[src/design/avsa_pkg.sv]
// shared types, constants and helpers of the voice slot allocator
// no dependencies
`default_nettype none

package avsa_pkg;

  localparam int POOL_SLOTS_DEF = 32;
  localparam int GROUP_DEPTH    = 16;
  localparam int GPW            = 4;
  localparam int CW             = 5;
  localparam int LEN_W          = 24;
  localparam int ID_W           = 32;
  localparam int ACT_W          = 6;
  localparam int LIM_W          = 5;
  localparam int CHUNK_W        = 7;
  localparam int CFG_IDX_W      = 2;
  localparam int CFG_DATA_W     = 7;

  typedef enum logic [2:0] {
    KIND_STARTED   = 3'd0,
    KIND_REFUSED   = 3'd1,
    KIND_STOLEN    = 3'd2,
    KIND_FINISHED  = 3'd3,
    KIND_TICK_DONE = 3'd4
  } kind_t;

  typedef enum logic [CFG_IDX_W-1:0] {
    REG_MUSIC_LIMIT  = 2'd0,
    REG_EFFECT_LIMIT = 2'd1,
    REG_CHUNK_BYTES  = 2'd2
  } reg_idx_t;

  localparam logic OP_START = 1'b0;
  localparam logic OP_TICK  = 1'b1;
  localparam logic GRP_EFFECT = 1'b0;
  localparam logic GRP_MUSIC  = 1'b1;

  typedef enum logic [3:0] {
    ST_IDLE,
    ST_CHECK,
    ST_STEAL_ORD,
    ST_STEAL_EMIT,
    ST_ALLOC,
    ST_TICK_NEXT,
    ST_TICK_ORD,
    ST_TICK_EVAL,
    ST_TICK_DONE
  } state_t;

  typedef struct packed {
    logic [LEN_W-1:0] length;
    logic [LEN_W-1:0] offset;
    logic [ID_W-1:0]  ident;
  } slot_entry_t;

  function automatic logic [LIM_W-1:0] clamp_limit(input logic [LIM_W-1:0] v);
    logic [LIM_W-1:0] r;
    r = v;
    if (v > LIM_W'(GROUP_DEPTH)) r = LIM_W'(GROUP_DEPTH);
    if (v == '0) r = LIM_W'(1);
    return r;
  endfunction

endpackage

`default_nettype wire

[src/design/avsa_slot_mem.sv]
// per-slot length, offset and id store, one write and one registered read port
// depends on avsa_pkg
`default_nettype none

module avsa_slot_mem
  import avsa_pkg::*;
#(
  parameter int SLOTS = POOL_SLOTS_DEF,
  parameter int SW    = $clog2(POOL_SLOTS_DEF)
) (
  input  wire logic          clk,
  input  wire logic          we,
  input  wire logic [SW-1:0] waddr,
  input  wire slot_entry_t   wdata,
  input  wire logic          re,
  input  wire logic [SW-1:0] raddr,
  output slot_entry_t        rdata
);

  slot_entry_t mem [SLOTS];

  always_ff @(posedge clk) begin
    if (we) mem[waddr] <= wdata;
  end

  always_ff @(posedge clk) begin
    if (re) rdata <= mem[raddr];
  end

endmodule

`default_nettype wire

[config.mk]
export PLATFORM = sky130hd
export DESIGN_NAME = avsa_slot_mem
export DESIGN_NICKNAME = d
export VERILOG_FILES = /design/src/design/avsa_pkg.sv /design/src/design/avsa_slot_mem.sv
export SDC_FILE = /design/constraint.sdc
export NUM_CORES = 2
export LEC_CHECK = 0
export BUFFER_PORTS_ARGS = -buffer_cell sky130_fd_sc_hd__buf_2
export CORE_ASPECT_RATIO = 0.9
export CORE_MARGIN = 2
export CORE_UTILIZATION = 60
export CTS_CLUSTER_DIAMETER = 120
export DETAILED_ROUTE_END_ITERATION = 6
export PLACE_DENSITY = 0.79
export SYNTH_ARGS = -nofsm -noshare
export SYNTH_HDL_FRONTEND = slang
export SYNTH_SLANG_ARGS = --single-unit
[constraint.sdc]
create_clock -name clk -period 6.9 [get_ports clk]
set_input_delay 1.035 -clock clk [delete_from_list [all_inputs] [get_ports clk]]
set_output_delay 1.035 -clock clk [all_outputs]
set_load 0.05 [all_outputs]
==> flow_metrics.tcl <==
set metrics [dict create \
    register_area_um2 79300 \
    clk_latency_ns 0.88 \
    powerDensity_nw_per_um2 291 \
    initialDrtViolationCount 8703 \
    slew-limit-headroom_pct 17.1 \
    drv_slew 0 \
    cts-root-buf "clkbuf_16" \
    path_class "input port to flip-flop" \
    cts.path.max_buffers 3 \
    worstHoldStart "wdata[39]" \
    syn_area_um2 99700 \
    yosysSeqAreaShare_pct 79.5 \
    min-delay-path-class "input port to flip-flop" \
    crit_start "raddr[1]" \
    post-dp-hpwl_um 119000 \
    finalSetupViolations 0 \
    synth_warnings 0 \
    die_w_um 434 \
    grt_overflow 0 \
    antenna_found_initial 26 \
    clk_pin_slew_ns 0.06 \
    rsz0062_at_grt "no" \
    finalSetupTns_ns 0 \
    grt_pass1_vias 50600 \
    fmax_ghz 0.272 \
    remaining_drc_errors 0 \
    netlist_instances 4682 \
    hold_violations 0 \
    crit_fanout 49 \
    placed_area_um2 104000 \
    startpoint_type "input port" \
    die_area_um2 169000 \
    r2r_start "mem[15][56]" \
    cts_tree "yes" \
    post-route-util_pct 67.4 \
    syn_to_final_growth_pct 11.3 \
    yosys_most_used_dff "edfxtp_1" \
    ys_types 31 \
    start_util_pct 60.6 \
    postSynthAreaPerCell_um2 21.3 \
    worst_ep_arrival_time_ns 4.41 \
    grt_max_degree 116 \
    htree_levels 4 \
    fill_cells 9629 \
    cts_num_sinks 2640 \
    max-vdd-ir-drop_uv 247 \
    skew_ns 0.0340 \
    multi_input_area_um2 19400 \
    post_cts_buffers 0 \
    place.gp.congestion 0.770 \
    fin_area_um2 111000 \
    core_area_um2 165000 \
    synth_nets 4775 \
    routedWlPerCell_um 34.2 \
    pin_count 173 \
    totalWireLength_um 252000 \
    drt-vias-per-instance 6.92 \
    detailedRoute.firstPassIterationCount 6 \
    synth-async-reset-ratio_pct 0 \
    die_h_um 391 \
    drive_above_1_share_pct 18.7 \
    fin_nets 5027 \
    ys_seq_elements 2640 \
    leakagePower_nw 36.1 \
    rows 141 \
    run_status "complete, no violations" \
    maxCapViolations 0 \
    grt_pass1_wl_um 358000 \
    dp_slack_ns 2.51 \
    crit_required_ns 7.63 \
    fin_crit_sh_pct 53.3 \
    worst_pin_slew_ns 1.24 \
    fin_ws_ns 3.22 \
    grt_usage_pct 29.8 \
    antenna_left 0 \
    numCtsBuffers 238 \
    postCtsHoldBufs 0 \
    ctsResizeCount 0 \
    io_buffers 172 \
    cp-end-kind "flip-flop" \
    period_needed_ns 3.68 \
    synth-edff-count 2640 \
    vias 50900 \
]
-- through the flow --
step | instances | hold WS (ns) | power, mW
3_5_place_dp | 6910 | 0.696 | 19.9
6_report | 7357 | 0.645 | 32.3
5_1_grt | 7353 | 0.644 | 33.0
2_1_floorplan | 4682 | 0.626 | 19.3
4_1_cts | 7342 | 0.594 | 32.4
3_3_place_gp | 6910 | 0.696 | 19.9
-- layout by cell type, fill, tap and decap left out, types with 6 or more instances in the layout --
cell        instances
a21oi_1             8
nand3_1           152
a31oi_1            44
buf_12             31
mux2i_1           640
nand2_1            11
buf_4              72
clkinv_2           32
a22oi_1           424
nand4_1            46
and2_1              7
buf_2             167
nor2b_1             7
clkbuf_1           57
clkinvlp_4          6
mux4_2            320
nor2_4             39
edfxtp_1         2640
a22o_1             44
bufinv_16          19
clkbuf_16         241
nor2b_4             7
clkinv_1           69
diode_2            15
-- final cells by class --
cell class / instances / area share, %
diodes: 15 / 0.0338
repair buffers: 274 / 1.85
multi-input cells: 1779 / 17.5
clock inverters: 134 / 1.02
clock buffers: 298 / 5.63
inverters: 1 / 0.00338
flip-flops and latches: 2640 / 71.4
well taps: 2216 / 2.50
-- flip-flops by register name, summed over array words and instances (netlist names) --
register,flops
mem,2560
rdata,80
-- routing by layer --
metal / GRT usage [%] / up-vias / part of all wire (%)
met5: 0 / - / 0.036
met4: 11.8 / 12 / 3.8
met3: 6.96 / 582 / 13
met2: 46.1 / 3881 / 48
met1: 41.8 / 26200 / 35
li1: - / 20200 / -
-- synthesized netlist by cell type, types with 2 or more instances --
library cell / instances / share of area, %
buf_6: 18 / 0.20
mux4_2: 320 / 7.2
nand4_1: 46 / 0.29
nor3_1: 4 / 0.020
nand3_1: 152 / 0.76
nor2b_1: 15 / 0.094
clkbuf_1: 101 / 0.38
and2_1: 9 / 0.056
edfxtp_1: 2640 / 80
a21oi_1: 8 / 0.040
mux2i_1: 640 / 6.4
buf_2: 108 / 0.54
nand3b_1: 5 / 0.038
nand2_1: 11 / 0.041
buf_1: 9 / 0.034
a32oi_1: 4 / 0.035
buf_4: 24 / 0.18
a22oi_1: 424 / 3.2
or3b_2: 2 / 0.018
a31oi_1: 44 / 0.28
nor2_1: 44 / 0.17
a22o_1: 44 / 0.39
nor2_2: 2 / 0.013
-- worst paths after layout --
path | slack (ns) | endpoint | depth (start not counted)
worst min register to register | 0.71 | rdata[16] | 4
worst min-delay path | 0.64 | mem[18][39] | 1
worst max register to register | 5.16 | rdata[56] | 4
worst max-delay path | 3.22 | rdata[39] | 7
-- cells by family (layout without fill, tap and decap cells) --
group / Yosys count / count (layout) / share of synthesized area (%)
buffers and inverters: 263 / 707 / 1.37
other: 0 / 15 / 0
AND/OR/NAND/NOR: 295 / 295 / 1.53
flip-flops: 2640 / 2640 / 79.5
AO/OA/AOI/OAI: 524 / 524 / 3.93
multiplexers: 960 / 960 / 13.7
-- critical path, stage by stage --
cell	delay, ns
buf_6	0.43
nor2b_4	0.79
buf_4	0.34
and2_2	0.87
buf_4	0.52
a22oi_1	0.19
nand3_1	0.19
-- power breakdown --
group	internal (mW)	total, mW	switching [mW]
Clock	7.07	12.7	5.61
Sequential	17.9	18.0	0.0936
Combinational	0.513	1.65	1.13
Power figures use the tool's default switching activity.
